File: config.mk
export PLATFORM = sky130hd
export DESIGN_NAME = lcd_column_pixel_streamer
export DESIGN_NICKNAME = d
export VERILOG_FILES = /design/src/rtl/lcps_pkg.sv /design/src/rtl/lcd_column_pixel_streamer.sv /design/src/rtl/lcps_front.sv /design/src/rtl/lcps_queue.sv /design/src/rtl/lcps_back.sv
export SDC_FILE = /design/constraint.sdc
export NUM_CORES = 1
export LEC_CHECK = 0
export BUFFER_PORTS_ARGS = -buffer_cell sky130_fd_sc_hd__buf_2
export CAP_MARGIN = 20
export CORE_ASPECT_RATIO = 0.75
export CORE_MARGIN = 3
export CORE_UTILIZATION = 60
export CTS_BUF_LIST = sky130_fd_sc_hd__clkbuf_16
export DETAILED_ROUTE_END_ITERATION = 10
export GPL_ROUTABILITY_DRIVEN = 0
export PLACE_DENSITY = 0.86
export SYNTH_ARGS = -nofsm -noshare
export SYNTH_HDL_FRONTEND = slang
export SYNTH_SLANG_ARGS = --single-unit
File: constraint.sdc
create_clock -name clk -period 10.8 [get_ports clk]
set_input_delay 1.62 -clock clk [delete_from_list [all_inputs] [get_ports clk]]
set_output_delay 1.62 -clock clk [all_outputs]
set_load 0.005 [all_outputs]
File: src/rtl/lcps_pkg.sv
package lcps_pkg;

  localparam int unsigned SIZE_W = 9;
  localparam int unsigned CHAN_W = 8;
  localparam int unsigned DEF_MAX_COLUMNS = 320;
  localparam int unsigned DEF_MAX_ROWS = 320;
  localparam logic [SIZE_W-1:0] SIZE_RESET = 9'd240;

  localparam int unsigned CFG_INDEX_W = 2;
  localparam logic [CFG_INDEX_W-1:0] CFG_COLUMNS = 2'd0;
  localparam logic [CFG_INDEX_W-1:0] CFG_ROWS = 2'd1;

  localparam logic [7:0] CMD_ROW_WINDOW = 8'h2B;
  localparam logic [7:0] CMD_COL_WINDOW = 8'h2A;
  localparam logic [7:0] CMD_WRITE_PIXELS = 8'h2C;
  localparam logic [7:0] RED_MASK = 8'hF8;

  localparam int unsigned QUEUE_DEPTH = 4;
  localparam int unsigned QUEUE_AW = 2;

  // Position of a byte within the 13-byte column-start sequence
  localparam int unsigned IDX_W = 4;
  localparam logic [IDX_W-1:0] IDX_ROW_CMD = 4'd0;
  localparam logic [IDX_W-1:0] IDX_ROW_A0H = 4'd1;
  localparam logic [IDX_W-1:0] IDX_ROW_A0L = 4'd2;
  localparam logic [IDX_W-1:0] IDX_ROW_A1H = 4'd3;
  localparam logic [IDX_W-1:0] IDX_ROW_A1L = 4'd4;
  localparam logic [IDX_W-1:0] IDX_COL_CMD = 4'd5;
  localparam logic [IDX_W-1:0] IDX_COL_A0H = 4'd6;
  localparam logic [IDX_W-1:0] IDX_COL_A0L = 4'd7;
  localparam logic [IDX_W-1:0] IDX_COL_A1H = 4'd8;
  localparam logic [IDX_W-1:0] IDX_COL_A1L = 4'd9;
  localparam logic [IDX_W-1:0] IDX_WR_CMD = 4'd10;
  localparam logic [IDX_W-1:0] IDX_PIX_HI = 4'd11;
  localparam logic [IDX_W-1:0] IDX_PIX_LO = 4'd12;

  // One classified pixel, handed from front to back
  typedef struct packed {
    logic [7:0] pix_hi;
    logic [7:0] pix_lo;
    logic header;
    logic [SIZE_W-1:0] column;
    logic [SIZE_W-1:0] row_last;
    logic done;
  } pix_desc_t;

  function automatic logic [SIZE_W-1:0] clip_size(input logic [SIZE_W-1:0] v,
                                                  input logic [SIZE_W-1:0] max);
    logic [SIZE_W-1:0] s;
    s = v;
    if (s > max) s = max;
    if (s == '0) s = SIZE_W'(1);
    return s;
  endfunction

endpackage

File: src/rtl/lcd_column_pixel_streamer.sv
// Path: the first output word of a pixel reaches the link side through the pixel queue,
// the back end's current-pixel register and its output register when the back end is idle.
// Throughput: one output word per cycle while m_tready allows, so two words per pixel and
// thirteen at the first pixel of a column; the byte sequencer in the back end sets this pace.
// Reset: rst clears both counters, the pixel queue and the output valid flag; sizes
// return to 240, clipped to the panel maximum.
module lcd_column_pixel_streamer
  import lcps_pkg::*;
#(
  parameter int unsigned MAX_COLUMNS = DEF_MAX_COLUMNS,
  parameter int unsigned MAX_ROWS = DEF_MAX_ROWS
) (
  input  logic clk,
  input  logic rst,
  input  logic s_tvalid,
  output logic s_tready,
  input  logic [23:0] s_tdata,   // first_channel, second_channel, third_channel
  output logic m_tvalid,
  input  logic m_tready,
  output logic [7:0] m_tdata,    // link_byte
  output logic m_tlast,          // last_of_item
  output logic [1:0] m_tuser,    // is_command, frame_done
  input  logic cfg_valid,
  output logic cfg_ready,
  input  logic [CFG_INDEX_W-1:0] cfg_index,
  input  logic [SIZE_W-1:0] cfg_data
);

  pix_desc_t push_desc;
  pix_desc_t head_desc;
  logic q_push;
  logic q_pop;
  logic q_full;
  logic q_empty;
  logic out_cmd;
  logic out_done;

  assign cfg_ready = 1'b1;
  assign m_tuser = {out_done, out_cmd};

  lcps_front #(
    .MAX_COLUMNS(MAX_COLUMNS),
    .MAX_ROWS(MAX_ROWS)
  ) u_front (
    .clk(clk),
    .rst(rst),
    .pix_valid(s_tvalid),
    .pix_ready(s_tready),
    .pix_data(s_tdata),
    .cfg_valid(cfg_valid),
    .cfg_index(cfg_index),
    .cfg_data(cfg_data),
    .q_full(q_full),
    .q_push(q_push),
    .q_desc(push_desc)
  );

  lcps_queue u_queue (
    .clk(clk),
    .rst(rst),
    .push(q_push),
    .push_desc(push_desc),
    .full(q_full),
    .pop(q_pop),
    .empty(q_empty),
    .head(head_desc)
  );

  lcps_back u_back (
    .clk(clk),
    .rst(rst),
    .q_empty(q_empty),
    .q_head(head_desc),
    .q_pop(q_pop),
    .out_valid(m_tvalid),
    .out_ready(m_tready),
    .out_byte(m_tdata),
    .out_cmd(out_cmd),
    .out_last(m_tlast),
    .out_done(out_done)
  );

endmodule

File: src/rtl/lcps_front.sv
module lcps_front
  import lcps_pkg::*;
#(
  parameter int unsigned MAX_COLUMNS = DEF_MAX_COLUMNS,
  parameter int unsigned MAX_ROWS = DEF_MAX_ROWS
) (
  input  logic clk,
  input  logic rst,
  input  logic pix_valid,
  output logic pix_ready,
  input  logic [3*CHAN_W-1:0] pix_data,
  input  logic cfg_valid,
  input  logic [CFG_INDEX_W-1:0] cfg_index,
  input  logic [SIZE_W-1:0] cfg_data,
  input  logic q_full,
  output logic q_push,
  output pix_desc_t q_desc
);

  localparam logic [SIZE_W-1:0] MaxCol = SIZE_W'(MAX_COLUMNS);
  localparam logic [SIZE_W-1:0] MaxRow = SIZE_W'(MAX_ROWS);

  logic [SIZE_W-1:0] columns_in_use;
  logic [SIZE_W-1:0] rows_in_use;
  logic [SIZE_W-1:0] column_index;
  logic [SIZE_W-1:0] row_index;
  logic [SIZE_W-1:0] column_index_next;
  logic [SIZE_W-1:0] row_index_next;
  logic [SIZE_W-1:0] row_inc;
  logic [SIZE_W-1:0] col_inc;
  logic col_wrap;
  logic frame_wrap;
  logic [7:0] r_ch;
  logic [7:0] g_ch;
  logic [7:0] b_ch;

  assign r_ch = pix_data[CHAN_W-1:0];
  assign g_ch = pix_data[2*CHAN_W-1:CHAN_W];
  assign b_ch = pix_data[3*CHAN_W-1:2*CHAN_W];

  assign pix_ready = !q_full;
  assign q_push = pix_valid && pix_ready;

  always_comb begin
    row_inc = row_index + SIZE_W'(1);
    col_inc = column_index + SIZE_W'(1);
    col_wrap = (row_inc >= rows_in_use) || (row_inc == '0);
    frame_wrap = col_wrap && ((col_inc >= columns_in_use) || (col_inc == '0));
    row_index_next = col_wrap ? '0 : row_inc;
    if (!col_wrap) begin
      column_index_next = column_index;
    end else if (frame_wrap) begin
      column_index_next = '0;
    end else begin
      column_index_next = col_inc;
    end
  end

  always_comb begin
    q_desc.pix_hi = (r_ch & RED_MASK) | {5'd0, g_ch[7:5]};
    q_desc.pix_lo = {g_ch[4:2], b_ch[7:3]};
    q_desc.header = (row_index == '0);
    q_desc.column = column_index;
    q_desc.row_last = rows_in_use - SIZE_W'(1);
    q_desc.done = frame_wrap;
  end

  always_ff @(posedge clk) begin
    if (rst) begin
      columns_in_use <= clip_size(SIZE_RESET, MaxCol);
      rows_in_use <= clip_size(SIZE_RESET, MaxRow);
    end else if (cfg_valid) begin
      if (cfg_index == CFG_COLUMNS) columns_in_use <= clip_size(cfg_data, MaxCol);
      if (cfg_index == CFG_ROWS) rows_in_use <= clip_size(cfg_data, MaxRow);
    end
  end

  always_ff @(posedge clk) begin
    if (rst) begin
      column_index <= '0;
      row_index <= '0;
    end else if (q_push) begin
      column_index <= column_index_next;
      row_index <= row_index_next;
    end
  end

endmodule

File: src/rtl/lcps_queue.sv
module lcps_queue
  import lcps_pkg::*;
(
  input  logic clk,
  input  logic rst,
  input  logic push,
  input  pix_desc_t push_desc,
  output logic full,
  input  logic pop,
  output logic empty,
  output pix_desc_t head
);

  pix_desc_t slots [QUEUE_DEPTH];
  logic [QUEUE_AW-1:0] wr_ptr;
  logic [QUEUE_AW-1:0] rd_ptr;
  logic [QUEUE_AW:0] count;

  assign full = (count == (QUEUE_AW+1)'(QUEUE_DEPTH));
  assign empty = (count == '0);
  assign head = slots[rd_ptr];

  always_ff @(posedge clk) begin
    if (push) slots[wr_ptr] <= push_desc;
  end

  always_ff @(posedge clk) begin
    if (rst) begin
      wr_ptr <= '0;
      rd_ptr <= '0;
      count <= '0;
    end else begin
      if (push) wr_ptr <= wr_ptr + QUEUE_AW'(1);
      if (pop) rd_ptr <= rd_ptr + QUEUE_AW'(1);
      case ({push, pop})
        2'b10: count <= count + (QUEUE_AW+1)'(1);
        2'b01: count <= count - (QUEUE_AW+1)'(1);
        default: count <= count;
      endcase
    end
  end

endmodule

File: src/rtl/lcps_back.sv
module lcps_back
  import lcps_pkg::*;
(
  input  logic clk,
  input  logic rst,
  input  logic q_empty,
  input  pix_desc_t q_head,
  output logic q_pop,
  output logic out_valid,
  input  logic out_ready,
  output logic [7:0] out_byte,
  output logic out_cmd,
  output logic out_last,
  output logic out_done
);

  pix_desc_t cur;
  logic cur_valid;
  logic [IDX_W-1:0] idx;
  logic advance;
  logic emit;
  logic at_end;
  logic load;
  logic [7:0] sel_byte;
  logic sel_cmd;

  assign advance = !out_valid || out_ready;
  assign emit = cur_valid && advance;
  assign at_end = (idx == IDX_PIX_LO);
  assign load = !cur_valid || (emit && at_end);
  assign q_pop = load && !q_empty;

  always_comb begin
    sel_cmd = 1'b0;
    case (idx)
      IDX_ROW_CMD: begin
        sel_byte = CMD_ROW_WINDOW;
        sel_cmd = 1'b1;
      end
      IDX_ROW_A0H, IDX_ROW_A1H: sel_byte = {7'd0, cur.column[8]};
      IDX_ROW_A0L, IDX_ROW_A1L: sel_byte = cur.column[7:0];
      IDX_COL_CMD: begin
        sel_byte = CMD_COL_WINDOW;
        sel_cmd = 1'b1;
      end
      IDX_COL_A0H, IDX_COL_A0L: sel_byte = 8'd0;
      IDX_COL_A1H: sel_byte = {7'd0, cur.row_last[8]};
      IDX_COL_A1L: sel_byte = cur.row_last[7:0];
      IDX_WR_CMD: begin
        sel_byte = CMD_WRITE_PIXELS;
        sel_cmd = 1'b1;
      end
      IDX_PIX_HI: sel_byte = cur.pix_hi;
      IDX_PIX_LO: sel_byte = cur.pix_lo;
      default: sel_byte = 8'd0;
    endcase
  end

  always_ff @(posedge clk) begin
    if (rst) begin
      cur_valid <= 1'b0;
      idx <= '0;
    end else if (load) begin
      // take the next pixel, skipping the window commands mid-column
      cur_valid <= !q_empty;
      idx <= q_head.header ? IDX_ROW_CMD : IDX_PIX_HI;
    end else if (emit) begin
      idx <= idx + IDX_W'(1);
    end
  end

  always_ff @(posedge clk) begin
    if (q_pop) cur <= q_head;
  end

  always_ff @(posedge clk) begin
    if (rst) begin
      out_valid <= 1'b0;
    end else if (advance) begin
      out_valid <= cur_valid;
    end
  end

  always_ff @(posedge clk) begin
    if (emit) begin
      out_byte <= sel_byte;
      out_cmd <= sel_cmd;
      out_last <= at_end;
      out_done <= at_end && cur.done;
    end
  end

endmodule

==> impl_results.md, run 1 <==
* Sw frac at 0.279
* Seq/Total Area, Yosys at 0.644
* Internal Power at 1.84 mW
* CTS buffer count at 23
* Final slew viol count at 0
* Logic pwr share at 0.187
* Largest family of logic cells by synthesized area: simple AND/OR/NAND/NOR gates
* Critical Path Max Stage Delay at about 840 ps
* Final WL at ~22 mm
* Status: complete, no violations
* Initial antenna violation count at 0
* Worst r2r path cells at 10
* Detailed Route Iter0 Violations at just under 600
* Least-Margin Pin Slew at 1030 ps
* Cell area power density at between 200 and 250 nW/um^2
* Cell count after synthesis at a little over 700
* Yosys reg bits at 241
* Largest net degree at the start of global routing at 55
* Mux contribution to synthesized area at 0.0819
* Critical Path Sink Type: flop
* Hold depth at 1
* Syn Area/Cell at 14.6 um^2
* PortBufs at 44
* Reg power frac at 0.513
* Synth Area in Compound Gates at 0.0874
* Register clock-pin slew on the reported worst setup and hold paths at about 60 ps
* Worst min path class: reg2reg
* Clock Sinks at 241
* Peak VDD IR at between 100 and 150 uV
* Die W at approximately 160 um
* Vias in the first global route at around 6,200
* Global-route usage over all layers at 0.231
* EDFF count, synth at 190
* Setup CP Type: in2reg
* CP max stage cell: o31a_2
* Worst path bufs/invs at 2
* # resized after CTS at 0
* Crit-path max FO at 38
* Arrival time at the worst endpoint at about 4400 ps
* Core area at between 15,000 and 20,000 um^2
* Starting Density at 0.617
* Die Footprint at 19,000 um^2
* Crit path depth at 10
* CP Launch Type: input pin
* Ys async rst share at 0
* Clock network power share at 0.301
* Syn Std Cell Area at about 10,000 um^2
* Net Sw Power at 0.711 mW
* Worst skew pair latency at about 520 ps
* DRC errors left at 0
* Final instance area at 11,500 um^2
* Fraction of the mapped netlist area in simple logic gates at 0.0880
* Via Count at between 6,000 and 7,000
* Max cap viols at 0
* Syn_nets at approximately 790
* Most frequent cells in the layout: edfxtp_1, nand2_1, dfxtp_1, buf_2, inv_1
* Post-Synth Adder-Cell Area at 0.0391
* Root buf cell: clkbuf_16
* Period utilisation layout at 0.370
* Commonest non-fill, non-tap cell in the layout: edfxtp_1
* Final setup fails at 0
* Cell family with most CP delay: compound AO/OA/AOI/OAI gates
* Clock Skews at around 18 ps
* First-pass GRT wire length at between 30 and 40 mm
* Leak at 4.04 nW
* Deepest clock path buffer count at 3
* N_diodes at 0
* WL per Instance at ~22 um
* Placement Cell Area at around 11,000 um^2
* Worst slew margin at 0.314
* Avg Vias per Cell at about 6.3
* I/O pin count at 54
* Layout cell share with drive strength beyond 1 at 0.191
* Worst hold slack at around 460 ps
* CTS tree: built
* Detailed Place HPWL at between 10 and 15 mm
* GR Overflow Total at 0
* Final hold viol count at 0
* CP Data Required Time at ~11,000 ps
* Initial DRT Pass Iterations at 7
* Worst-path cell chain: buf_2, nor2b_1, o21ai_1, o31a_2, ha_1, inv_1, fa_1, xor2_1, or3_1, a21oi_1
* Area growth syn-to-layout at 9.95%
* RSZ-0062 raised after global routing: false
* Core Rows at 41
* Fin crit period at around 4000 ps
* Number of H-tree levels at 1
* Setup TNS at 0 ps
* Antenna viol nets, final at 0
* Synth cell types at 75
* Final net count at 825
* Peak Freq at between 0.2 and 0.3 GHz
* Hold_buf cts at 0
* Post-CTS Setup Inserts at 0
* Ys Warns at 0
* Post-synth top flop: edfxtp_1
* Die Y at roughly 120 um
* XOR/XNOR Fraction of Synth Area at 0.0250
-- per-stage QoR --
step                      setup slack, ps  std cells  total power [mW]   util
after floorplan                      6300        717              1.63      -
after global placement               6470        943              1.75  0.636
after detailed placement             6260        943              1.79  0.636
after CTS                            6830        985              2.56  0.678
after global routing                 6650        985              2.65  0.678
final                                6810        985              2.55  0.678
-- sequential cells by signal, summed over array words and instances, names as in the netlist, named ones only --
signal / cells
u_queue.slots: 144
u_back.cur: 35
u_front.column_index: 9
u_front.columns_in_use: 9
u_front.row_index: 9
u_front.rows_in_use: 9
u_back.out_byte: 8
u_back.idx: 4
u_queue.count: 3
u_queue.rd_ptr: 2
u_queue.wr_ptr: 2
u_back.cur_valid: 1
u_back.out_cmd: 1
u_back.out_done: 1
u_back.out_last: 1
u_back.out_valid: 1
-- layer usage --
metal	vias to the layer above	global-route usage	share of wire
li1	2788	-	-
met1	3071	0.315	0.41
met2	319	0.380	0.48
met3	65	0.0526	0.085
met4	0	0.0607	0.026
met5	-	0	0
-- kinds of logic after synthesis --
| group | Yosys count |
|---|---|
| flip-flops | 241 |
| AO/OA/AOI/OAI | 121 |
| other | 1 |
| AND/OR/NAND/NOR | 177 |
| adder cells (fa/ha/maj) | 32 |
| multiplexers | 40 |
| buffers and inverters | 76 |
| XOR/XNOR | 29 |
-- synth_stat cells (5+ instances only) --
| library cell | count | area (um^2) |
|---|---|---|
| edfxtp_1 | 190 | 5710 |
| dfxtp_1 | 51 | 1020 |
| nand2_1 | 51 | 191 |
| inv_1 | 36 | 135 |
| mux4_2 | 36 | 811 |
| nor2_1 | 35 | 131 |
| a21oi_1 | 31 | 155 |
| ha_1 | 31 | 388 |
| nand3_1 | 22 | 110 |
| xnor2_1 | 19 | 166 |
| clkbuf_1 | 18 | 67.6 |
| nor3_1 | 13 | 65.1 |
| a211o_1 | 9 | 78.8 |
| buf_4 | 9 | 67.6 |
| xor2_1 | 9 | 78.8 |
| a211oi_1 | 8 | 60.1 |
| o21a_1 | 8 | 60.1 |
| o21ai_0 | 8 | 40.0 |
| o21ai_1 | 7 | 35.0 |
| a22o_1 | 6 | 52.6 |
| a22oi_1 | 6 | 45.0 |
| and3_1 | 6 | 37.5 |
| buf_2 | 6 | 30.0 |
| nor2b_1 | 6 | 37.5 |
| or3_1 | 6 | 37.5 |
| nor4_1 | 5 | 31.3 |
| o21ba_1 | 5 | 50.1 |
-- path summary, 6_finish.rpt --
kind | startpoint | to | slack (ps)
hold / removal | u_front.columns_in_use[4] | u_front.columns_in_use[4] | 460
hold reg to reg | u_front.columns_in_use[4] | u_front.columns_in_use[4] | 460
setup / recovery | m_tready | u_queue.count[2] | 6810
setup reg to reg | u_front.row_index[0] | u_front.column_index[2] | 6930
-- power groups by stage --
stage | registers (mW) | clock network [mW] | logic (mW)
5_1_grt | 1.32 | 0.813 | 0.518
4_1_cts | 1.31 | 0.779 | 0.476
6_report | 1.31 | 0.767 | 0.476
2_1_floorplan | 1.28 | 0 | 0.346
3_3_place_gp | 1.31 | 0 | 0.444
3_5_place_dp | 1.32 | 0 | 0.465
-- final cells by class --
cell class                 count  area, um^2
fill                        1098        5440
tap                          215         269
multi-input combinational    400        3360
clock buffer                  24         601
sequential                   241        6730
timing repair buffer          50         265
inverter                      37         139
clock inverter                18         120
-- worst reg2reg max path: cells and delay by family, from the launching register on --
kind	cells	cell delay (ps)
AOI/OAI and AO/OA	5	1770
xor gates and xnor gates	1	170
adders and majority gates	2	770
DFF	1	500
and+or+nand+nor	2	500
Power figures use the tool's default switching activity.
==> run 2, diff against run 1 <==
--- a/config.mk
+++ b/config.mk
@@ -9,11 +9,11 @@
 export CAP_MARGIN = 20
 export CORE_ASPECT_RATIO = 0.75
 export CORE_MARGIN = 3
-export CORE_UTILIZATION = 60
+export CORE_UTILIZATION = 55
 export CTS_BUF_LIST = sky130_fd_sc_hd__clkbuf_16
 export DETAILED_ROUTE_END_ITERATION = 10
 export GPL_ROUTABILITY_DRIVEN = 0
-export PLACE_DENSITY = 0.86
+export PLACE_DENSITY = 0.84
 export SYNTH_ARGS = -nofsm -noshare
 export SYNTH_HDL_FRONTEND = slang
 export SYNTH_SLANG_ARGS = --single-unit
==> constraint.sdc (replaced) <==
create_clock -name clk -period 3.5 [get_ports clk]
set_input_delay 0.525 -clock clk [delete_from_list [all_inputs] [get_ports clk]]
set_output_delay 0.525 -clock clk [all_outputs]
set_load 0.005 [all_outputs]
==> impl_results.md, run 2 (synthesized netlist as in run 1, its figures left out) <==
* Peak VDD IR at 380 uV (+260%)
* Die Y at 125 um (+4.2%)
* Logic pwr share at 0.191 (+0.004)
* Worst slew margin at 0.315 (+0.00111)
* Crit-path max FO at 15 (-61%)
* Final Non-Filler Cells at 1,018 (+3.4%)
* Worst r2r path cells at 11 (+1)
* Die W at 165 um (+4.3%)
* Critical Path Max Stage Delay at 510 ps (-330 ps)
* Vias in the first global route at 6,341 (+2.1%)
* Reg2reg end: u_front.column_index[6]
* Detailed Place HPWL at 13.6 mm (+2.4%)
* Arrival time at the worst endpoint at 3750 ps (-670 ps)
* Final WL at 22.0 mm (+1.7%)
* Area growth syn-to-layout at 10.5%
* GR Overflow Total at 0 (unchanged)
* DRC errors left at 0 (unchanged)
* Initial DRT Pass Iterations at 6 (-1)
* Deepest clock path buffer count at 3 (unchanged)
* Leak at 4.06 nW (+0.46%)
* Setup CP Type: reg2reg
* Layout cell share with drive strength beyond 1 at 0.195 (+0.00368)
* Critical Path Sink Type: flop
* Internal Power at 5.64 mW (+210%)
* Clock Skews at 13.6 ps (-3.91 ps)
* Max FFs per register at 144 (unchanged)
* CP max stage cell: dfxtp_1
* Fin crit period at 3330 ps
* Hold depth at 1 (unchanged)
* RSZ-0062 raised after global routing: false
* Clock network power share at 0.292 (-0.009)
* Peak Freq at 0.301 GHz
* N_diodes at 0 (unchanged)
* Setup TNS at 0 ps (unchanged)
* First-pass GRT wire length at 35.0 mm (+3.6%)
* Period utilisation layout at 0.951
* Die Footprint at 20,700 um^2 (+8.7%)
* PortBufs at 44 (unchanged)
* Via Count at 6,206 (-0.59%)
* # resized after CTS at 0 (unchanged)
* Register clock-pin slew on the reported worst setup and hold paths at 60 ps (about the same)
* Reg power frac at 0.517 (+0.004)
* Largest net degree at the start of global routing at 55 (unchanged)
* Min-delay src: s_tdata[21]
* Sw frac at 0.279 (about the same)
* Hold_buf cts at 0 (unchanged)
* Least-Margin Pin Slew at 1030 ps (-1.66 ps)
* Avg Vias per Cell at 6.10 (-3.8%)
* CP Data Required Time at 3920 ps (-7310 ps)
* Starting Density at 0.576 (-0.0409)
* Commonest non-fill, non-tap cell in the layout: edfxtp_1
* Antenna viol nets, final at 0 (unchanged)
* Post-CTS Setup Inserts at 0 (unchanged)
* R2r setup slk at 170 ps (-6760 ps)
* Worst skew pair latency at 510 ps (about the same)
* Cell family with most CP delay: compound AO/OA/AOI/OAI gates
* Worst-path cell chain: ha_2, nand3_4, xnor2_1, ha_1, a21o_1, a221o_1, o32a_1, a21oi_4, buf_4, a211oi_1, o32ai_2
* DP Worst Slack at 129 ps (-6140 ps)
* Net Sw Power at 2.18 mW (+210%)
* Post-route setup slack at 173 ps (-6630 ps)
* Worst min path class: in2reg
* Final net count at 831 (+0.73%)
* Max cap viols at 0 (unchanged)
* CP Launch Type: flop
* Most frequent cells in the layout: edfxtp_1, nand2_1, dfxtp_1, buf_2, inv_1
* Clock Sinks at 241 (unchanged)
* Placed insts at 976 (+3.5%)
* Global-route usage over all layers at 0.218 (-0.0122)
* Final setup fails at 0 (unchanged)
* Worst r2r src: u_front.row_index[0]
* Leading registers by flop count: u_queue.slots (144), u_back.cur (35)
* Status: complete, no violations
* Number of H-tree levels at 1 (unchanged)
* Worst Hold End: u_queue.slots[3][22]
* CTS buffer count at 23 (unchanged)
* Detailed Route Iter0 Violations at 749 (+29%)
* Most flops, register: u_queue.slots
* CTS tree: built
* WL per Instance at 21.6 um (-1.6%)
* Core area at 18,100 um^2 (+7.1%)
* I/O pin count at 54 (unchanged)
* Core Rows at 42 (+2.4%)
* Worst path bufs/invs at 1 (-1)
* Final slew viol count at 0 (unchanged)
* Initial antenna violation count at 0 (unchanged)
* Final hold viol count at 0 (unchanged)
* Cell area power density at 677 nW/um^2 (+210%)
* Root buf cell: clkbuf_16
## run 2: stage by stage
| stage | hold slack (ps) | cell area, um^2 | utilization | total power [mW] |
|---|---|---|---|---|
| after floorplan | 435 | 10400 | - | 5.03 |
| after detailed placement | 449 | 10800 | 0.598 | 5.55 |
| after global placement | 451 | 10800 | 0.598 | 5.43 |
| after CTS | 215 | 11500 | 0.637 | 7.86 |
| final | 232 | 11500 | 0.637 | 7.82 |
| after global routing | 212 | 11500 | 0.637 | 8.16 |
## run 2: per-layer routing
metal / up-vias / global-route usage / share of wire
met5: - / 0 / 0
met4: 0 / 0.0715 / 0.034
met3: 55 / 0.0394 / 0.074
met2: 288 / 0.354 / 0.48
met1: 3053 / 0.303 / 0.41
li1: 2810 / - / -
## run 2: power by group through the flow
stage	logic (mW)	registers, mW	clock network, mW
after floorplan	1.07	3.96	0
after global routing	1.64	4.08	2.44
after detailed placement	1.48	4.08	0
final	1.49	4.05	2.28
after global placement	1.41	4.03	0
after CTS	1.50	4.04	2.32
## run 2: how the worst max path moves through the flow
stage	from	to	slack, ps	cells after the start
detailed placement	u_front.row_index[0]	u_front.column_index[6]	130	11
CTS	u_front.row_index[0]	u_front.column_index[6]	110	11
global route	u_front.row_index[0]	u_front.column_index[6]	20	11
finish	u_front.row_index[0]	u_front.column_index[6]	170	11
global placement	u_front.row_index[0]	u_front.column_index[2]	330	11
floorplan	u_back.idx[0]	u_queue.count[2]	40	11
## run 2: area by class of cell
class                           count  area, um^2
Sequential cell                   241        6730
Inverter                           37         139
Fill cell                        1277        6590
Clock buffer                       23         576
Clock inverter                     19         121
Multi-Input combinational cell    400        3370
Tap cell                          242         303
Timing Repair Buffer               56         310
